--- config.mk ---
export PLATFORM = sky130hd
export DESIGN_NAME = burning_ship_escape_time
export DESIGN_NICKNAME = d
export VERILOG_FILES = /design/src/hw/rtl/bship_pkg.sv /design/src/hw/rtl/bship_div.sv /design/src/hw/rtl/burning_ship_escape_time.sv
export SDC_FILE = /design/constraint.sdc
export NUM_CORES = 2
export LEC_CHECK = 0
export BUFFER_PORTS_ARGS = -buffer_cell sky130_fd_sc_hd__buf_2
export CAP_MARGIN = 30
export CORE_ASPECT_RATIO = 2
export CORE_MARGIN = 2
export CORE_UTILIZATION = 46
export DETAILED_ROUTE_END_ITERATION = 16
export MAX_ROUTING_LAYER = met4
export PLACE_DENSITY = 0.6
export SKIP_LAST_GASP = 1
export SLEW_MARGIN = 20
export SYNTH_ARGS = -nofsm -noshare
export SYNTH_HDL_FRONTEND = slang
export SYNTH_SLANG_ARGS = --single-unit
--- constraint.sdc ---
create_clock -name clk_i -period 20.5 [get_ports clk_i]
set_input_delay 3.075 -clock clk_i [delete_from_list [all_inputs] [get_ports clk_i]]
set_output_delay 3.075 -clock clk_i [all_outputs]
set_load 0.03 [all_outputs]
--- src/hw/rtl/bship_pkg.sv ---
`default_nettype none

package bship_pkg;

  localparam int unsigned COORD_WIDTH = 11;
  localparam int unsigned FRAC_BITS   = 28;
  localparam int unsigned WORD_W      = 32;
  localparam int unsigned STEP_W      = 31;
  localparam int unsigned ITER_W      = 16;
  localparam int unsigned SHADE_W     = 8;
  localparam int unsigned NUM_W       = ITER_W + SHADE_W;
  localparam int unsigned CFG_IDX_W   = 2;

  localparam logic [SHADE_W-1:0] SHADE_INSIDE = SHADE_W'(10);

  typedef enum logic [CFG_IDX_W-1:0] {
    REG_HALF_WIDTH_RE,
    REG_TOP_IM,
    REG_PIXEL_STEP,
    REG_MAX_ITER
  } cfg_reg_e;

  typedef struct packed {
    logic               start;
    logic [NUM_W-1:0]   num;
    logic [ITER_W-1:0]  den;
  } div_req_t;

  typedef struct packed {
    logic               done;
    logic [SHADE_W-1:0] quot;
  } div_res_t;

endpackage

`default_nettype wire

--- src/hw/rtl/bship_div.sv ---
`default_nettype none

// Restoring divider for the shade: one quotient bit per cycle, MSB first.
// The quotient is known to fit in SHADE_W bits (count is below the limit).
module bship_div (
  input  wire logic                clk_i,
  input  wire logic                rst_ni,
  input  wire bship_pkg::div_req_t req_i,
  output bship_pkg::div_res_t      res_o
);
  import bship_pkg::*;

  localparam int unsigned STEP_CNT_W = $clog2(SHADE_W);

  logic                  active_q;
  logic [STEP_CNT_W-1:0] step_q;
  logic [NUM_W-1:0]      rem_q;
  logic [NUM_W-1:0]      dsh_q;
  logic [SHADE_W-1:0]    quot_q;
  logic                  done_q;

  logic                  fits;
  assign fits = (rem_q >= dsh_q);

  always_ff @(posedge clk_i or negedge rst_ni) begin
    if (!rst_ni) begin
      active_q <= 1'b0;
      step_q   <= '0;
      done_q   <= 1'b0;
    end else begin
      done_q <= 1'b0;
      if (req_i.start) begin
        active_q <= 1'b1;
        step_q   <= STEP_CNT_W'(SHADE_W - 1);
      end else if (active_q) begin
        if (step_q == '0) begin
          active_q <= 1'b0;
          done_q   <= 1'b1;
        end else begin
          step_q <= step_q - STEP_CNT_W'(1);
        end
      end
    end
  end

  always_ff @(posedge clk_i) begin
    if (req_i.start) begin
      rem_q  <= req_i.num;
      // align the divisor with the top quotient bit
      dsh_q  <= NUM_W'(req_i.den) << (SHADE_W - 1);
      quot_q <= '0;
    end else if (active_q) begin
      if (fits) begin
        rem_q <= rem_q - dsh_q;
      end
      dsh_q  <= dsh_q >> 1;
      quot_q <= {quot_q[SHADE_W-2:0], fits};
    end
  end

  assign res_o.done = done_q;
  assign res_o.quot = quot_q;

endmodule

`default_nettype wire

--- src/hw/rtl/burning_ship_escape_time.sv ---
`default_nettype none

// Channel   Signals                               Handshake
// -------   -----------------------------------   ---------------------------
// pixel     start, busy, column_i, row_i          beat when start && !busy
// result    done_o, shade_o, escaped_o            beat when done_o (1 cycle)
// config    cfg_we_i, cfg_idx_i, cfg_data_i       write when cfg_we_i
//
// A pixel that never escapes runs N updates when N+1 is the limit; one that
// escapes after update N then runs the shade divider. All of it runs
// through one signed 32x32 multiplier, three products per update, plus a
// divider for the shade. busy stays high until the result beat.
// Reset loads the register defaults; results cannot be stalled.
module burning_ship_escape_time (
  input  wire logic                               clk_i,
  input  wire logic                               rst_ni,
  input  wire logic                               start,
  output      logic                               busy,
  input  wire logic [bship_pkg::COORD_WIDTH-1:0]  column_i,
  input  wire logic [bship_pkg::COORD_WIDTH-1:0]  row_i,
  input  wire logic                               cfg_we_i,
  input  wire logic [bship_pkg::CFG_IDX_W-1:0]    cfg_idx_i,
  input  wire logic [bship_pkg::WORD_W-1:0]       cfg_data_i,
  output      logic                               done_o,
  output      logic [bship_pkg::SHADE_W-1:0]      shade_o,
  output      logic                               escaped_o
);
  import bship_pkg::*;

  localparam int unsigned PROD_W = 2 * WORD_W;
  localparam int unsigned EXT_W  = PROD_W + 2;
  localparam logic signed [EXT_W-1:0] WORD_MAX = EXT_W'(2147483647);
  localparam logic signed [EXT_W-1:0] WORD_MIN = -(EXT_W'(2147483647)) - EXT_W'(1);
  localparam logic [EXT_W-1:0] ESC_LIMIT = EXT_W'(4) << FRAC_BITS;

  typedef enum logic [3:0] {
    S_IDLE, S_RE, S_IM, S_IMW, S_XX, S_YY, S_XY, S_UPD, S_DIV
  } state_e;

  function automatic logic signed [EXT_W-1:0] ext32(input logic signed [WORD_W-1:0] v);
    return {{(EXT_W-WORD_W){v[WORD_W-1]}}, v};
  endfunction

  function automatic logic signed [EXT_W-1:0] ext64(input logic signed [PROD_W-1:0] v);
    return {{(EXT_W-PROD_W){v[PROD_W-1]}}, v};
  endfunction

  function automatic logic signed [WORD_W-1:0] sat32(input logic signed [EXT_W-1:0] v);
    logic signed [WORD_W-1:0] r;
    if (v > WORD_MAX) begin
      r = WORD_MAX[WORD_W-1:0];
    end else if (v < WORD_MIN) begin
      r = WORD_MIN[WORD_W-1:0];
    end else begin
      r = v[WORD_W-1:0];
    end
    return r;
  endfunction

  // configuration registers
  logic signed [WORD_W-1:0] half_width_re_q;
  logic signed [WORD_W-1:0] top_im_q;
  logic [STEP_W-1:0]        pixel_step_q;
  logic [ITER_W-1:0]        max_iter_q;

  always_ff @(posedge clk_i or negedge rst_ni) begin
    if (!rst_ni) begin
      half_width_re_q <= WORD_W'(536870912);
      top_im_q        <= WORD_W'(268435456);
      pixel_step_q    <= STEP_W'(1048576);
      max_iter_q      <= ITER_W'(64);
    end else if (cfg_we_i) begin
      unique case (cfg_reg_e'(cfg_idx_i))
        REG_HALF_WIDTH_RE: half_width_re_q <= cfg_data_i;
        REG_TOP_IM:        top_im_q        <= cfg_data_i;
        REG_PIXEL_STEP:    pixel_step_q    <= cfg_data_i[STEP_W-1:0];
        REG_MAX_ITER:      max_iter_q      <= cfg_data_i[ITER_W-1:0];
        default: ;
      endcase
    end
  end

  state_e                   state_q;
  logic [ITER_W-1:0]        cnt_q;
  logic                     done_q;
  logic [SHADE_W-1:0]       shade_q;
  logic                     escaped_q;

  logic [COORD_WIDTH-1:0]   col_q, row_q;
  logic signed [WORD_W-1:0] re_q, im_q, x_q, y_q;
  logic signed [PROD_W-1:0] prod_q, sqx_q, sqy_q;

  // shared multiplier
  logic signed [WORD_W-1:0] mul_a, mul_b;
  logic signed [PROD_W-1:0] prod_d;

  always_comb begin
    unique case (state_q)
      S_RE: begin
        mul_a = WORD_W'(col_q);
        mul_b = WORD_W'(pixel_step_q);
      end
      S_IM: begin
        mul_a = WORD_W'(row_q);
        mul_b = WORD_W'(pixel_step_q);
      end
      S_XX: begin
        mul_a = x_q;
        mul_b = x_q;
      end
      S_YY: begin
        mul_a = y_q;
        mul_b = y_q;
      end
      S_XY: begin
        mul_a = x_q;
        mul_b = y_q;
      end
      default: begin
        mul_a = x_q;
        mul_b = y_q;
      end
    endcase
  end

  assign prod_d = mul_a * mul_b;

  // setup sums
  logic signed [WORD_W-1:0] re_d, im_d;
  assign re_d = sat32(ext64(prod_q) - ext32(half_width_re_q));
  assign im_d = sat32(ext32(top_im_q) - ext64(prod_q));

  // map update: prod_q holds x*y, sqx_q and sqy_q the squares
  logic signed [PROD_W-1:0] t_sh, xx_sh, yy_sh;
  logic signed [WORD_W-1:0] t_w, xx_w, yy_w, d_w, nx_d, ny_d;
  logic signed [EXT_W-1:0]  twice_t, abs_t;

  always_comb begin
    t_sh    = prod_q >>> FRAC_BITS;
    xx_sh   = sqx_q >>> FRAC_BITS;
    yy_sh   = sqy_q >>> FRAC_BITS;
    t_w     = sat32(ext64(t_sh));
    xx_w    = sat32(ext64(xx_sh));
    yy_w    = sat32(ext64(yy_sh));
    twice_t = ext32(t_w) <<< 1;
    abs_t   = twice_t[EXT_W-1] ? -twice_t : twice_t;
    d_w     = sat32(abs_t);
    nx_d    = sat32(ext32(xx_w) - ext32(yy_w) + ext32(re_q));
    ny_d    = sat32(ext32(d_w) - ext32(im_q));
  end

  // escape test in S_XY: sqx_q = x*x, prod_q = y*y (both non-negative)
  logic [PROD_W-1:0] magx, magy;
  logic [EXT_W-1:0]  mag;
  logic              esc_hit;
  logic              more_iter;

  assign magx      = $unsigned(sqx_q) >> FRAC_BITS;
  assign magy      = $unsigned(prod_q) >> FRAC_BITS;
  assign mag       = EXT_W'(magx) + EXT_W'(magy);
  assign esc_hit   = (cnt_q != '0) && (mag > ESC_LIMIT);
  assign more_iter = ({1'b0, cnt_q} + (ITER_W+1)'(1)) < {1'b0, max_iter_q};

  div_req_t div_req;
  div_res_t div_res;

  assign div_req.start = (state_q == S_XY) && esc_hit;
  assign div_req.num   = {cnt_q, {SHADE_W{1'b0}}} - NUM_W'(cnt_q);
  assign div_req.den   = max_iter_q;

  bship_div u_div (
    .clk_i  (clk_i),
    .rst_ni (rst_ni),
    .req_i  (div_req),
    .res_o  (div_res)
  );

  always_ff @(posedge clk_i or negedge rst_ni) begin
    if (!rst_ni) begin
      state_q   <= S_IDLE;
      cnt_q     <= '0;
      done_q    <= 1'b0;
      shade_q   <= '0;
      escaped_q <= 1'b0;
    end else begin
      done_q <= 1'b0;
      unique case (state_q)
        S_IDLE: if (start) state_q <= S_RE;
        S_RE:   state_q <= S_IM;
        S_IM:   state_q <= S_IMW;
        S_IMW: begin
          cnt_q   <= '0;
          state_q <= S_XX;
        end
        S_XX:   state_q <= S_YY;
        S_YY:   state_q <= S_XY;
        S_XY: begin
          priority if (esc_hit) begin
            state_q <= S_DIV;
          end else if (more_iter) begin
            state_q <= S_UPD;
          end else begin
            done_q    <= 1'b1;
            shade_q   <= SHADE_INSIDE;
            escaped_q <= 1'b0;
            state_q   <= S_IDLE;
          end
        end
        S_UPD: begin
          cnt_q   <= cnt_q + ITER_W'(1);
          state_q <= S_XX;
        end
        S_DIV: begin
          if (div_res.done) begin
            done_q    <= 1'b1;
            shade_q   <= div_res.quot;
            escaped_q <= 1'b1;
            state_q   <= S_IDLE;
          end
        end
        default: state_q <= S_IDLE;
      endcase
    end
  end

  always_ff @(posedge clk_i) begin
    prod_q <= prod_d;
    unique case (state_q)
      S_IDLE: begin
        if (start) begin
          col_q <= column_i;
          row_q <= row_i;
        end
      end
      S_IM:  re_q <= re_d;
      S_IMW: begin
        im_q <= im_d;
        x_q  <= '0;
        y_q  <= '0;
      end
      S_YY:  sqx_q <= prod_q;
      S_XY:  sqy_q <= prod_q;
      S_UPD: begin
        x_q <= nx_d;
        y_q <= ny_d;
      end
      default: ;
    endcase
  end

  assign busy      = (state_q != S_IDLE);
  assign done_o    = done_q;
  assign shade_o   = shade_q;
  assign escaped_o = escaped_q;

endmodule

`default_nettype wire
# Yosys cells after proc, flatten, opt, wreduce, memory -nomap -nowiden
# Index checks and enable logic that the tools add are counted.
[totals]
ff_bits = 543
word_cells = 146
[op_classes]
n_addsub = 12
n_mul = 1
magnitude_cmp = 19
eq_ne = 16
n_mux = 51
reduce_logical = 22
[op_table]
columns = ["operator", "count"]
rows = [
  ["$mux 32", 14],
  ["$pmux 32 s2", 3],
  ["$gt 65x32->1 const B", 2],
  ["$lt 65x32->1 const B", 2],
  ["$gt 36x32->1 const B", 3],
  ["$lt 36x32->1 const B", 3],
  ["$pmux 32 s3", 1],
  ["$mux 24", 3],
  ["$gt 66x32->1 const B", 1],
  ["$lt 66x32->1 const B", 1],
  ["$mux 66", 1],
  ["$neg 33->66", 1],
  ["$sub 32x32->33", 2],
  ["$sub 32x64->65", 1],
  ["$sub 64x32->65", 1],
  ["$mul 32x32->64", 1],
  ["$mux 23", 2],
  ["$add 36x36->37", 1],
  ["$gt 37x31->1 const B", 1],
  ["$add 33x32->34", 1],
  ["$gt 34x32->1 const B", 1],
  ["$lt 34x32->1 const B", 1],
  ["$gt 33x32->1 const B", 1],
  ["$lt 33x32->1 const B", 1],
  ["33 further kinds", 72],
]

# Logic depth before layout (Yosys ltp)
[logic_depth]
word_depth = 13
mapped_depth = 40
depth_no_buf = 36

# Cells and area by module
# Synthesis repeated with hierarchy kept, for this count alone.
[hier_totals]
hier_cells = 7989
hier_area_um2 = 71544.9
[modules_own_cells]
columns = ["module", "instances", "cells_each", "area_each_um2", "seq_area_each_um2"]
rows = [
  ["burning_ship_escape_time", 1, 7561, 67714.9, 11481.0],
  ["bship_div", 1, 428, 3829.9, 1626.6],
]

# Worst setup path after synthesis
# OpenSTA, ideal clock, no wires.
[synth_timing]
kind = "register to register"
startpoint = "register state_q[1]"
endpoint = "register prod_q[61]"
setup_ns = 0.072
arrival_ns = 10.392
required_time_ns = 20.428
path_slack_ns = 10.036
stages_incl_launch_ff = 38
path_buffers = 4
cell_sequence = "dfrtp_1 -> clkbuf_1 -> nand2b_1 -> or2_2 -> clkbuf_1 -> inv_1 -> buf_1 -> nand2_1 -> o21ai_1 -> clkbuf_1 -> nand2_1 -> fa_1 -> inv_1 -> fa_1 -> fa_1 -> inv_1 -> fa_1 -> inv_1 -> [... 2 more ...] -> fa_1 -> inv_1 -> fa_1 -> fa_1 -> ha_1 -> a21o_1 -> a21o_1 -> a21o_1 -> and2_1 -> nor3_1 -> o21ai_0 -> o2111ai_1 -> a31oi_1 -> a41o_1 -> o21a_1 -> o21a_1 -> o41ai_1 -> xnor2_1"
[synth_via]
elab_chain_len = 4
[synth_rtl]
columns = ["item", "line_no", "text"]
rows = [
  ["from (decl)", "burning_ship_escape_time.sv:83", "state_e state_q;"],
  ["from (signal assigned)", "burning_ship_escape_time.sv:180", "state_q <= S_IDLE;"],
  ["from (signal assigned)", "burning_ship_escape_time.sv:188", "S_IDLE: if (start) state_q <= S_RE;"],
  ["from (signal assigned)", "burning_ship_escape_time.sv:189", "S_RE: state_q <= S_IM;"],
  ["$eq 4x2->1 / $eq 4x1->1 (equally long branches)", "burning_ship_escape_time.sv:98", "unique case (state_q)"],
  ["$reduce_or 2->1 (no line)", "-", ""],
  ["$pmux 32 s2", "burning_ship_escape_time.sv:98", ""],
  ["$mul 32x32->64 *", "burning_ship_escape_time.sv:126", "assign prod_d = mul_a * mul_b;"],
  ["via prod_d[61]", "burning_ship_escape_time.sv:95", "logic signed [PROD_W-1:0] prod_d;"],
  ["to (signal assigned)", "burning_ship_escape_time.sv:227", "prod_q <= prod_d;"],
  ["to (decl)", "burning_ship_escape_time.sv:91", "logic signed [PROD_W-1:0] prod_q, sqx_q, sqy_q;"],
]
# The timed path passes the listed nets; every way through them passes the cells marked *.
# A chain may end at the register's enable or synchronous reset.

# Worst setup path in the final report
[layout_timing]
startpoint = "register state_q[0]"
endpoint = "register prod_q[62]"
# Same word-level chain as after synthesis.

==> flow_summary.yaml <==
run_status:
  status: "finished clean"
logic_synthesis:
  synth_top_family_by_area: "adder cells"
  netlist.area_leader.share_pct: 31.15
  synth.net_count: 9650
  synthDistinctLibCells: 100
  syn_area_per_cell_um2: 8.984
  synth.area.top_cells: "fa_1 (31%), edfxtp_1 (11%), ha_1 (8.1%), inv_1 (7.1%), nand2_1 (6.3%)"
  synth_cells: 8006
  yosys_warnings: 0
  async_reset_ff_share_pct: 29.98
  synthSimpleGateAreaFrac_pct: 14.22
  synth_compound_area_share_pct: 13.43
  seq_area_frac_synth_pct: 18.22
  synth_fa_ha_area_share_pct: 39.23
  synthTopCellsByCount: "inv_1 (1369), nand2_1 (1204), fa_1 (1119)"
  ys_ff_latch: 487
  synth_ff_type: "edfxtp_1"
  synth_top_area_cell: "fa_1"
  synth_edf_count: 262
  muxShareOfSynthArea_pct: 2.263
  netlist_area_um2: 71930
  synth.most_common_cell: "inv_1"
  synth_xor_xnor_area_share_pct: 3.531
timing:
  slew_headroom_pct: 25.43
  worstMarginPinSlew_ns: 1.105
  min_period_ns: 12.16
  fin_tns_setup_ns: 0
  timing.final.crit_share_pct: 59.30
  max_freq_mhz: 82.26
  fin_ws_ns: 8.344
  finalSetupViolCount: 0
  hold_viol_final: 0
  skew_ns: 0.05814
  maxSlewViolCount: 0
  rsz0062_at_grt: "false"
layout:
  drive_gt1_share_pct: 6.126
  regArea_um2: 13110
  finalNetCount: 9556
  fill_cells: 15000
  multiInputGateArea_um2: 52530
  layout.cells.non_filler: 10030
  syn2layout_area_growth_pct: 6.478
  fin_util_pct: 49.19
worst_setup_path:
  arrival_ns: 12.66
  worst_setup_path_start_kind: "flop"
  critPathRequiredTime_ns: 21.00
  slowest_delay_ns: 0.74
  path_class: "reg2reg"
  end_kind: "flop"
  cpMaxStageDelayCell: "buf_4"
  critPathMaxFanout: 77
  r2r_slack_ns: 8.34
floorplanning:
  chipHeight_um: 563.2
  ios: 71
  die_area_um2: 159700
  core_area_um2: 155700
  start_util_pct: 46.20
  die_w_um: 283.6
  rows: 205
grt:
  grt_pass1_wl_mm: 400.1
  grt_overflow_total: 0
  met3_usage_pct: 3.220
  grt_max_degree: 85
  grt.busiest_layer: "met2"
  grt_use_total_pct: 35.00
  antenna_found_initial: 15
  globalRouteMet2Util_pct: 61.93
  grt_pass1_vias: 63690
  met1_usage_pct: 34.34
clocking:
  clk_pin_slew_ns: 0.07
  hold_buffers: 0
  cts_buffer_depth: 3
  cts_buffers: 46
  htree_levels: 2
  cts_resized: 0
  postCtsSetupBuffers: 0
  cts_tree: "built"
  clockRootBuffer: "clkbuf_16"
  worstSkewPairLatency_ns: 0.66
  clock-sinks: 487
route:
  routed_via_density: 5.885
  vias: 59020
  drtPass1Iterations: 5
  drc: 0
  drt_iter0_drc: 3656
  final_antenna_net_count: 0
  wl_per_cell_um: 26.70
  wl_mm: 267.7
placement:
  gp_congestion: 1.039
  io_buffer_count: 70
  dp_slack_ns: 8.462
  dp_cells: 9929
  hpwl_mm: 219.3
min_path:
  hp-class: "reg2reg"
flow_run:
  drv_cap: 0
## routing by layer
metal	part of all wire (%)	wire, um	up-vias
met5	0	0	-
met4	11	29320	0
met3	4.6	12330	1050
met2	52	139100	2234
met1	33	87040	29860
li1	-	-	25870
## metrics by stage
step                hold WS, ns  cell area [um2]
CTS                      0.4708            76490
global route             0.5140            76580
detailed placement       0.4604            74870
floorplan                0.4369            71930
global placement         0.4524            74720
finish                   0.4655            76580
## path summary, 6_finish.rpt
path / startpoint / endpoint / depth (start not counted)
min in group asynchronous: rst_ni / max_iter_q[10] / 1
max in group asynchronous: rst_ni / max_iter_q[2] / 4
setup / recovery: state_q[0] / prod_q[62] / 37
hold reg to reg: u_div.quot_q[7] / shade_o[7] / 2
hold / removal: u_div.quot_q[7] / shade_o[7] / 2
setup reg to reg: state_q[0] / prod_q[62] / 37
## sequential cells by signal, indices dropped and copies added (netlist names), 3 cells and up
| register | cells |
|---|---|
| u_div.dsh_q | 23 |
| shade_o | 8 |
| x_q | 32 |
| row_q | 11 |
| col_q | 11 |
| u_div.rem_q | 24 |
| pixel_step_q | 31 |
| prod_q | 64 |
| re_q | 32 |
| u_div.step_q | 3 |
| cnt_q | 16 |
| u_div.quot_q | 8 |
| top_im_q | 32 |
| sqx_q | 36 |
| state_q | 4 |
| half_width_re_q | 32 |
| sqy_q | 36 |
| im_q | 32 |
| max_iter_q | 16 |
| y_q | 32 |
## worst max-delay path: cells and delay by family (launching register included)
family | cells | cell delay (ns)
compound gates | 11 | 3.45
buf+inv | 10 | 2.05
simple gates | 6 | 1.41
fa+ha+maj | 9 | 4.35
xor+xnor | 1 | 0.14
flops | 1 | 0.51
## cell type report
class / count / area share, %
multi-input cells: 5789 / 68.59
repair buffers: 217 / 2.041
clock inverters: 35 / 0.5947
diodes: 9 / 0.02941
flip-flops and latches: 487 / 17.12
clock buffers: 51 / 1.528
well taps: 2070 / 3.382
inverters: 1371 / 6.720
## cells by family (layout without fill, tap and decap cells)
family          Yosys count  in the layout
flops                   487            487
fa+ha+maj              1584           1584
other cells               1             10
buf+inv                1730           1674
simple gates           2290           2290
compound gates         1472           1472
xor+xnor                290            290
mux                     152            152
## placed cells by master, fill, tap and decap left out, types with 20 or more instances in the layout
master and instances:
nand4_1 69, nand4b_1 30, mux2i_1 67, a211oi_1 34, xor2_1 97, ha_1 465, o21a_1 95, nor2_1 417
o21ai_0 308, o21bai_1 61, xnor2_1 192, a21oi_1 323, edfxtp_1 262, nand3_1 106, or3_1 27, and2_1 66
or2_2 20, mux2_2 84, nor2b_1 50, nand2_1 1202, a22oi_1 39, a21o_1 172, o211ai_1 62, a31oi_1 30
fa_1 1118, dfrtp_1 142, nor3_1 82, inv_1 1367, buf_4 134, o31ai_1 34, clkbuf_16 46, nor4_1 35
dfxtp_1 79, o21ai_1 43, buf_2 72, nand2b_1 67, and3_1 40
Power is left out: the tool's default activity adds up to more than one toggle a clock period on the data nets, which glitch-free logic cannot reach.
